## config.mk

```make
export PLATFORM = sky130hd
export DESIGN_NAME = command_line_tokenizer
export DESIGN_NICKNAME = d
export VERILOG_FILES = /design/src/rtl/core/clt_pkg.sv /design/src/rtl/core/command_line_tokenizer.sv
export VERILOG_INCLUDE_DIRS = /design/src /design/src/rtl/core
export SDC_FILE = /design/constraint.sdc
export NUM_CORES = 1
export LEC_CHECK = 0
export BUFFER_PORTS_ARGS = -buffer_cell sky130_fd_sc_hd__buf_2
export CORE_UTILIZATION = 42
export DETAILED_ROUTE_END_ITERATION = 8
export GPL_ROUTABILITY_DRIVEN = 1
export GPL_TIMING_DRIVEN = 0
export PLACE_DENSITY = 0.6
export SETUP_SLACK_MARGIN = 0.4
export SLEW_MARGIN = 40
export SYNTH_ARGS = -nofsm -noshare
export SYNTH_HDL_FRONTEND = slang
export SYNTH_SLANG_ARGS = --single-unit
```

## constraint.sdc

```tcl
create_clock -name clk -period 4.8 [get_ports clk]
set_input_delay 0.24 -clock clk [delete_from_list [all_inputs] [get_ports clk]]
set_output_delay 0.24 -clock clk [all_outputs]
set_load 0.02 [all_outputs]
```

## src/rtl/core/command_line_tokenizer_assert.svh

```systemverilog
// assertion macros for the command line tokenizer
`ifndef COMMAND_LINE_TOKENIZER_ASSERT_SVH
`define COMMAND_LINE_TOKENIZER_ASSERT_SVH

// same-cycle implication, sampled on clk, off during reset
`define CLT_ASSERT_NOW(label, ante, cons) \
  label: assert property (@(posedge clk) disable iff (!rst_n) (ante) |-> (cons)) \
    else $error("tokenizer check failed");

// next-cycle implication, sampled on clk, off during reset
`define CLT_ASSERT_NEXT(label, ante, cons) \
  label: assert property (@(posedge clk) disable iff (!rst_n) (ante) |=> (cons)) \
    else $error("tokenizer check failed");

`endif

```

## src/rtl/core/clt_pkg.sv

```systemverilog
`default_nettype none

package clt_pkg;

  localparam int CLT_MAX_CAPACITY = 4096;
  localparam int CFG_W            = 13;
  localparam logic [CFG_W-1:0] CAP_RESET = 13'd256;

  localparam logic [7:0] CH_SPACE = 8'h20;
  localparam logic [7:0] CH_QUOTE = 8'h22;
  localparam logic [7:0] CH_NUL   = 8'h00;

  typedef enum logic [2:0] {
    M_SEP   = 3'd0,
    M_BARE  = 3'd1,
    M_QIN   = 3'd2,
    M_QMARK = 3'd3,
    M_DROP  = 3'd4
  } mode_t;

  typedef enum logic [1:0] {
    K_BYTE = 2'd0,
    K_END  = 2'd1,
    K_EOL  = 2'd2
  } kind_t;

  typedef enum logic [1:0] {
    ST_OK    = 2'd0,
    ST_EMPTY = 2'd1,
    ST_OVER  = 2'd2,
    ST_ILL   = 2'd3
  } status_t;

  typedef struct packed {
    kind_t      kind;
    logic [7:0] ch;
    status_t    status;
    logic       last;
  } result_t;

endpackage

`default_nettype wire

```

## src/rtl/core/command_line_tokenizer.sv

```systemverilog
// command line tokenizer
// in channel: one line byte per word (in_valid / in_stall). bytes above 0x20 form
//   tokens, spaces split them, a double quote opens a quoted token, any byte
//   below 0x20 ends the line.
// out channel: one result word per handshake (out_valid / out_stall): token byte,
//   end of token, or end of line with a status. last_of_run marks the final
//   word caused by one input byte; one byte causes zero, one or two words.
// cfg channel: cfg_valid / cfg_ready writes buffer_capacity; cfg_ready is always
//   high. write only while the block is idle.
// the words for a byte are written into the result queue when the byte is taken.
// throughput: one byte per cycle while in_stall is low; a four-entry result queue
//   takes up to two words per cycle and drains one; in_stall rises while more
//   than two words are queued, so bytes making two words settle at that drain rate.
// reset: synchronous, active low; empties the queue, returns to line start with
//   nothing stored and capacity 256.
// when out_stall is high the head word holds; the queue fills and then in_stall
//   holds off new bytes until words are taken.
`default_nettype none

`include "command_line_tokenizer_assert.svh"

module command_line_tokenizer #(
  parameter int MAX_CAPACITY = clt_pkg::CLT_MAX_CAPACITY
) (
  input  wire logic                      clk,
  input  wire logic                      rst_n,
  input  wire logic                      in_valid,
  output logic                           in_stall,
  input  wire logic [7:0]                in_line_byte,
  output logic                           out_valid,
  input  wire logic                      out_stall,
  output logic [1:0]                     out_item_kind,
  output logic [7:0]                     out_token_char,
  output logic [1:0]                     out_line_status,
  output logic                           out_last_of_run,
  input  wire logic                      cfg_valid,
  output logic                           cfg_ready,
  input  wire logic [clt_pkg::CFG_W-1:0] cfg_buffer_capacity
);
  import clt_pkg::*;

  localparam int CNT_W = $clog2(MAX_CAPACITY + 1);
  localparam int CMP_W = (CNT_W > CFG_W) ? CNT_W : CFG_W;
  localparam int Q_DEPTH = 4;
  localparam int Q_AW = 2;

  logic [CFG_W-1:0] cap_r;
  mode_t            mode_r, mode_nxt;
  logic [CNT_W-1:0] used_r, used_nxt;
  logic             seen_r, seen_nxt;
  status_t          err_r, err_nxt;

  result_t          q_r [Q_DEPTH];
  logic [Q_AW-1:0]  wr_r, rd_r;
  logic [Q_AW:0]    cnt_r, cnt_nxt;

  logic             in_acc, out_acc;
  logic [CMP_W-1:0] cap_ext, max_ext, cap_eff;
  logic             full;
  logic             do_store, do_end, is_eol;
  logic [7:0]       store_ch;
  logic             a_v;
  result_t          a_res, e_res;
  logic [Q_AW-1:0]  wr_e;
  logic [1:0]       push_n;

  assign in_acc  = in_valid && !in_stall;
  assign out_acc = out_valid && !out_stall;
  assign in_stall  = cnt_r > (Q_AW+1)'(2);
  assign out_valid = cnt_r != '0;
  assign cfg_ready = 1'b1;

  assign cap_ext = CMP_W'(cap_r);
  assign max_ext = CMP_W'(MAX_CAPACITY);
  assign cap_eff = (cap_ext > max_ext) ? max_ext : cap_ext;
  assign full    = CMP_W'(used_r) >= cap_eff;
  assign is_eol  = in_line_byte < CH_SPACE;

  // per-byte scan
  always_comb begin
    mode_nxt = mode_r;
    used_nxt = used_r;
    seen_nxt = seen_r;
    err_nxt  = err_r;
    do_store = 1'b0;
    do_end   = 1'b0;
    store_ch = in_line_byte;
    a_v      = 1'b0;
    a_res    = '{kind: K_BYTE, ch: in_line_byte, status: ST_OK, last: 1'b0};
    case (mode_r)
      M_BARE: begin
        if (in_line_byte > CH_SPACE) begin
          do_store = 1'b1;
        end else begin
          do_end   = 1'b1;
          mode_nxt = M_SEP;
        end
      end
      M_QIN: begin
        if (is_eol) begin
          err_nxt  = ST_ILL;
          mode_nxt = M_DROP;
        end else if (in_line_byte == CH_QUOTE) begin
          mode_nxt = M_QMARK;
        end else begin
          do_store = 1'b1;
        end
      end
      M_QMARK: begin
        if (in_line_byte == CH_QUOTE) begin
          do_store = 1'b1;
          store_ch = CH_QUOTE;
          mode_nxt = M_QIN;
        end else if (in_line_byte <= CH_SPACE) begin
          do_end   = 1'b1;
          mode_nxt = M_SEP;
        end else begin
          err_nxt  = ST_ILL;
          mode_nxt = M_DROP;
        end
      end
      M_DROP: begin
        mode_nxt = M_DROP;
      end
      default: begin
        mode_nxt = M_SEP;
        if (in_line_byte > CH_SPACE) begin
          seen_nxt = 1'b1;
          if (in_line_byte == CH_QUOTE) begin
            if (full) begin
              err_nxt  = ST_OVER;
              mode_nxt = M_DROP;
            end else begin
              mode_nxt = M_QIN;
            end
          end else begin
            mode_nxt = M_BARE;
            do_store = 1'b1;
          end
        end
      end
    endcase

    if (do_store || do_end) begin
      if (full) begin
        err_nxt  = ST_OVER;
        mode_nxt = M_DROP;
      end else begin
        used_nxt = used_r + CNT_W'(1);
        a_v      = 1'b1;
        a_res.kind = do_end ? K_END : K_BYTE;
        a_res.ch   = do_end ? CH_NUL : store_ch;
      end
    end
    a_res.last = !is_eol;

    e_res = '{kind: K_EOL, ch: CH_NUL, status: ST_OK, last: 1'b1};
    if (err_nxt != ST_OK) begin
      e_res.status = err_nxt;
    end else if (!seen_nxt) begin
      e_res.status = ST_EMPTY;
    end
    if (is_eol) begin
      mode_nxt = M_SEP;
      used_nxt = '0;
      seen_nxt = 1'b0;
      err_nxt  = ST_OK;
    end
  end

  assign wr_e   = wr_r + Q_AW'(a_v);
  assign push_n = in_acc ? (2'(a_v) + 2'(is_eol)) : 2'd0;
  assign cnt_nxt = cnt_r + (Q_AW+1)'(push_n) - (Q_AW+1)'(out_acc);

  always_ff @(posedge clk) begin
    if (!rst_n) begin
      cap_r  <= CAP_RESET;
      mode_r <= M_SEP;
      used_r <= '0;
      seen_r <= 1'b0;
      err_r  <= ST_OK;
      wr_r   <= '0;
      rd_r   <= '0;
      cnt_r  <= '0;
    end else begin
      if (cfg_valid && cfg_ready) begin
        cap_r <= cfg_buffer_capacity;
      end
      if (in_acc) begin
        mode_r <= mode_nxt;
        used_r <= used_nxt;
        seen_r <= seen_nxt;
        err_r  <= err_nxt;
        wr_r   <= wr_r + Q_AW'(push_n);
      end
      if (out_acc) begin
        rd_r <= rd_r + Q_AW'(1);
      end
      cnt_r <= cnt_nxt;
    end
  end

  // result queue storage
  always_ff @(posedge clk) begin
    if (in_acc && a_v) begin
      q_r[wr_r] <= a_res;
    end
    if (in_acc && is_eol) begin
      q_r[wr_e] <= e_res;
    end
  end

  assign out_item_kind   = q_r[rd_r].kind;
  assign out_token_char  = q_r[rd_r].ch;
  assign out_line_status = q_r[rd_r].status;
  assign out_last_of_run = q_r[rd_r].last;

  `CLT_ASSERT_NEXT(a_eol_clears, in_acc && is_eol, used_r == '0 && mode_r == M_SEP && !seen_r)
  `CLT_ASSERT_NEXT(a_drop_silent, in_acc && mode_r == M_DROP && !is_eol,
                   cnt_r <= $past(cnt_r))
  `CLT_ASSERT_NOW(a_eol_last, out_valid && out_item_kind == K_EOL, out_last_of_run)
  `CLT_ASSERT_NOW(a_status_eol_only, out_valid && out_item_kind != K_EOL,
                  out_line_status == ST_OK)

endmodule

`default_nettype wire

```

---- After elaboration in Yosys (flattened, before gate mapping) ----
Memories as Yosys holds them, arrays and structs flattened. A register that Yosys moved wholly into a read port is not among the register bits.
Cells that the tools add are included.
operators by class
  add/subtract/negate cells ............... 7
  $lt $le $gt $ge ......................... 6
  eq/ne operators ......................... 6
  muxes and demuxes ....................... 55
  reduce and logical (&&, ||, !) cells .... 14
operators with widths
  operator               number
  $mux 13                4
  $mux 3                 10
  $mux 2                 13
  $mux 8                 3
  $mux 1                 19
  $mux 9                 2
  $add 13x1->13 const B  1
  $ge 13x13->1           1
  $gt 13x13->1 const B   1
  $pmux 3 s4             1
  $eq 8x6->1 const B     1
  $gt 8x6->1 const B     1
  $le 8x6->1 const B     1
  $lt 8x6->1 const B     1
  $eq 3x2->1 const B     2
  $pmux 2 s3             1
  $logic_and 1x1->1      4
  $pmux 1 s4             1
  $reduce_bool 2->1      2
  $reduce_or 4->1        1
  $add 3x2->3            1
  $eq 3x1->1 const B     1
  $eq 3x3->1 const B     1
  $gt 3x2->1 const B     1
  12 further kinds       14
word-level totals
  flip-flop bits (word level) ............. 39
  bits in writable memories ............... 52
  bits of input ports ..................... 26
  output and inout port bits .............. 16
  word-level logic and storage cells ...... 97
  memories kept ........................... 1
memory list
  name  depth  bits a word  rd ports  clocked after Yosys merged registers in  write ports  line                          text
  q_r   4      13           1         1                                        2            command_line_tokenizer.sv:53  result_t q_r [Q_DEPTH];

---- Logic depth before layout (Yosys ltp) ----
  word-level depth ........................ 11
  gate-level depth with buffers ........... 20
  mapped depth without buffers ............ 18

---- Worst setup path after synthesis ----
OpenSTA, ideal clock, no wires.
  kind .................................... reg-to-reg
  from .................................... register cap_r[12], in the netlist cap_ext[12]
  to ...................................... memory q_r[0][1] (netlist bit) (enable)
  library setup time ...................... 298 ps
  data arrival time ....................... 3793 ps
  data required time ...................... 4502 ps
  setup slack ............................. 709 ps
  cell stages (with the launch flop) ...... 14
  buffers on the path ..................... 3
  cells stage by stage .................... dfxtp_1 inv_1 clkbuf_1 nand2_1 ha_1 nand4_1 or3_1 o21ai_1 buf_2 nor2_1 ha_1 clkbuf_1 nor4_1 or2_1
RTL lines
  element                 line                           text
  start, declared         command_line_tokenizer.sv:47   logic [CFG_W-1:0] cap_r;
  start signal, assigned  command_line_tokenizer.sv:187  cap_r <= cfg_buffer_capacity;
  end, declared           command_line_tokenizer.sv:53

---- Worst setup path in the final report ----
  from .................................... register cap_r[12], in the netlist cap_ext[12]
  to ...................................... register cnt_r[2]
on the way
  word-level cells in the longest chain between the ends .. 9
ends and longest elaborated chain
  element               line                           text
  $gt 13x13->1          command_line_tokenizer.sv:75   assign cap_eff = (cap_ext > max_ext) ? max_ext : cap_ext;
  $mux 13 *             command_line_tokenizer.sv:75
  $ge 13x13->1 *        command_line_tokenizer.sv:76   assign full = CMP_W'(used_r) >= cap_eff;
  $mux 1 *              command_line_tokenizer.sv:145  if (full) begin
  $mux 1 *              command_line_tokenizer.sv:144  if (do_store || do_end) begin
  $add 1x1->2 *         command_line_tokenizer.sv:172  assign push_n = in_acc ? (2'(a_v) + 2'(is_eol)) : 2'd0;
  $mux 2 *              command_line_tokenizer.sv:172
  $add 3x2->3 *         command_line_tokenizer.sv:173  assign cnt_nxt = cnt_r + (Q_AW+1)'(push_n) - (Q_AW+1)'(out_acc);
  $sub 3x1->3 *         command_line_tokenizer.sv:173
  end signal, assigned  command_line_tokenizer.sv:199  cnt_r <= cnt_nxt;
  end, declared         command_line_tokenizer.sv:55   logic [Q_AW:0] cnt_r, cnt_nxt;
Mark *: on every way between the ends. The rest lies on a longest branch, timed or not.
A chain may end at the register's enable or synchronous reset.

==> results.py <==
metrics = {
    "cts": {
        "clkTransAtPathRegs_ns": 0.06,
        "clk_path_buf_depth": 2,
        "cts_buffers": 9,
        "clock_sinks": 93,
        "cts_root_buf": "clkbuf_16",
        "cts_tree": "done",
        "htreeDepth": 3,
        "clock_latency_ns": 0.35,
        "postCtsSetupRepairBufs": 0,
    },
    "power_and_ir_drop": {
        "power_mw": 2.64,
        "combPwrFrac_pct": 31.0,
        "netSwitchingPower_uw": 858,
        "clkPwrFrac_pct": 28.9,
        "powerDensity_nw_per_um2": 473,
        "cellLeakagePower_nw": 2.21,
        "intPower_mw": 1.78,
        "seq_power_share_pct": 40.1,
        "swShare_pct": 32.5,
        "vdd_ir_drop_max_mv": 0.275,
    },
    "worst_setup_path": {
        "crit_required_ns": 5.04,
        "cpMaxStageDelayCell": "or3_1",
        "path_buf_inv": 5,
        "worst_setup_path_end_kind": "flop",
        "crit_path_frequent_cell": "ha_1",
        "arrival_ns": 4.31,
        "critical-path-max-stage-delay_ns": 0.48,
        "worstPathCellList": "inv_1 > clkbuf_2 > nand2_1 > ha_1 > nand4_1 > or3_1 > o21ai_4 > buf_4 > nor2_2 > ha_1 > nand2_1 > ha_1 > inv_1 > ha_1 > inv_1 > fa_1 > xor2_1 > xnor2_1 > and2_1",
        "cp_top_family": "adder cells",
        "worstSetupPathType": "reg2reg",
        "cp-start-kind": "flop",
        "cp_max_fo": 10,
    },
    "route": {
        "highest_layer": "met4",
        "dr_wl_met3_um": 415,
        "drtPass1Iterations": 8,
        "wl_met1_um": 5470,
        "avgRoutedWirePerCell_um": 16.1,
        "via_count": 3781,
        "post-route-drc-count": 0,
        "wl_met2_um": 5220,
        "final_antenna_net_count": 0,
        "drt_iter0_drc": 168,
        "routed_wl_um": 11200,
        "viasPerCell": 5.42,
    },
    "synth": {
        "yosys.cell_count.top_type": "dfxtp_1",
        "yosysWarningCount": 0,
        "synth.area.top_cells": "dfxtp_1 35%, mux2i_1 11%, mux4_2 6.1%",
        "synth-seq-cells": 93,
        "syn_nets": 546,
        "synthCells": 499,
        "ys_async_sr_fraction_pct": 0,
        "synth_area_leader_cell": "dfxtp_1",
        "yosys.cell_types.count": 62,
        "synth_top_area_share_pct": 35.3,
        "synth_area_per_cell_um2": 9.66,
        "syn_area_um2": 4820,
        "seq_area_frac_synth_pct": 40.3,
        "synthFlopType": "dfxtp_1",
        "synth_edf_count": 8,
        "yosys-top-cells-count": "85 x dfxtp_1, 59 x nor2_1, 53 x mux2i_1",
    },
    "placement": {
        "placed_area_um2": 5220,
        "place_congestion": 0.818,
        "dp_cells": 681,
        "portBuffers": 39,
        "dp_hpwl_um": 8240,
    },
    "job": {
        "maxCapViolCount": 0,
    },
    "timing": {
        "fin_tns_setup_ns": 0,
        "finalHoldViolations": 0,
        "slew_headroom_pct": 50.0,
        "period_share_pct": 84.8,
        "setup_viol": 0,
        "fin_crit_ns": 4.07,
        "clock_skew_ns": 0.00763,
        "max_freq_mhz": 246,
        "worst_pin_slew_ns": 0.744,
        "grt_setup_unrepaired": "no",
        "slew_violations": 0,
    },
    "floorplan": {
        "num_io_pins": 42,
        "die_h_um": 109,
        "die_w_um": 109,
        "row_count": 38,
        "start_util_pct": 43.7,
        "core_area_um2": 11000,
        "dieArea_um2": 11900,
    },
    "global_routing": {
        "antenna_found_initial": 0,
        "grt_pass1_vias": 3699,
        "grt_use_total_pct": 20.5,
        "grt_pass1_wl_um": 18400,
        "grt_max_degree": 16,
        "grt-ovfl-total": 0,
    },
    "final_layout": {
        "diodes": 0,
        "stdcell_area_um2": 5580,
        "nets": 599,
        "drive_gt1_share_pct": 18.5,
        "nFillCells": 1044,
        "utilization_pct": 50.6,
        "fin_cells": 697,
        "syn_to_final_growth_pct": 15.7,
    },
    "outcome": {
        "status": "complete, no violations",
    },
    "worst_hold_path": {
        "hold_path_class": "in2reg",
    },
}
final cells by class:
| class | count | area, um^2 | area share, % |
|---|---|---|---|
| sequential | 93 | 1940 | 34.8 |
| timing repair buffer | 42 | 210 | 3.77 |
| buffer | 25 | 173 | 3.10 |
| clock buffer | 11 | 233 | 4.17 |
| multi-input combinational | 365 | 2700 | 48.4 |
| clock inverter | 5 | 85.1 | 1.53 |
| tap | 140 | 175 | 3.14 |
| inverter | 16 | 60.1 | 1.08 |
metal layers:
| layer | track usage (%) | vias up |
|---|---|---|
| li1 | - | 1883 |
| met1 | 28.3 | 1811 |
| met2 | 32.1 | 75 |
| met3 | 3.41 | 12 |
| met4 | 6.95 | 0 |
| met5 | 0 | - |
metrics by stage:
| step | worst slack, ns | hold slack (ns) |
|---|---|---|
| after floorplan | 0.709 | 0.368 |
| after global placement | -0.598 | 0.436 |
| after detailed placement | 0.0286 | 0.445 |
| after CTS | 0.500 | 0.114 |
| after global routing | 0.425 | 0.147 |
| final | 0.730 | 0.116 |
worst min-delay path: cells and delay by family:
kind | cells | cell delay (ns)
buffers and inverters | 1 | 0.07
AND/OR/NAND/NOR | 1 | 0.06
multiplexers | 1 | 0.06
cell usage in the layout, fill, tap and decap left out, types with 3 or more instances in the layout:
cell type,instances
nor2_1,56
a21oi_1,21
mux4_2,13
ha_1,20
buf_2,43
clkbuf_16,9
o21a_1,3
xor2_1,3
o21ai_1,4
nand3_1,11
xnor2_1,5
edfxtp_1,8
o41ai_1,3
buf_6,6
dfxtp_1,85
nor2_2,4
or3_1,10
nor3_1,7
inv_1,16
nor3_4,4
and2_1,13
clkbuf_1,12
o31ai_1,4
mux2i_1,53
o21ai_0,13
or2_1,5
nand2_1,44
nand4_1,6
or4_1,5
a21boi_0,3
nor2b_1,17
flip-flops by register name (all words and copies together) (netlist names), named ones only:
name	cells
cap_ext	13
err_r	2
used_r	13
q_r	52
seen_r	1
rd_r	2
cnt_r	3
wr_r	2
mode_r	3
worst paths after layout:
| kind | from | to | slack [ns] | depth (start not counted) |
|---|---|---|---|---|
| hold reg to reg | err_r[0] | err_r[0] | 0.45 | 2 |
| hold / removal | cfg_buffer_capacity[8] | cap_ext[8] | 0.12 | 3 |
| setup / recovery | cap_ext[12] | cnt_r[2] | 0.73 | 19 |
| setup reg to reg | cap_ext[12] | cnt_r[2] | 0.73 | 19 |
repair_timing:
item	CTS	global route
endpoints found under the setup margin	31	5
gates resized for setup	5	5
hold buffers	0	0
power groups by stage:
stage               sequential [mW]  combinational [mW]  clock (mW)
finish                         1.06               0.818       0.762
global placement               1.07               0.791           0
detailed placement             1.07               0.816           0
global route                   1.08               0.910       0.807
floorplan                      1.04               0.617           0
CTS                            1.06               0.823       0.777
logic make-up after synthesis:
kind of cell	share of synthesized area, %
xor gates and xnor gates	1.45
AOI/OAI and AO/OA	9.01
DFF	40.3
other	0.0778
buffers and inverters	4.72
adders and majority gates	5.61
muxes	17.3
and+or+nand+nor	21.5
Power figures use the tool's default switching activity.
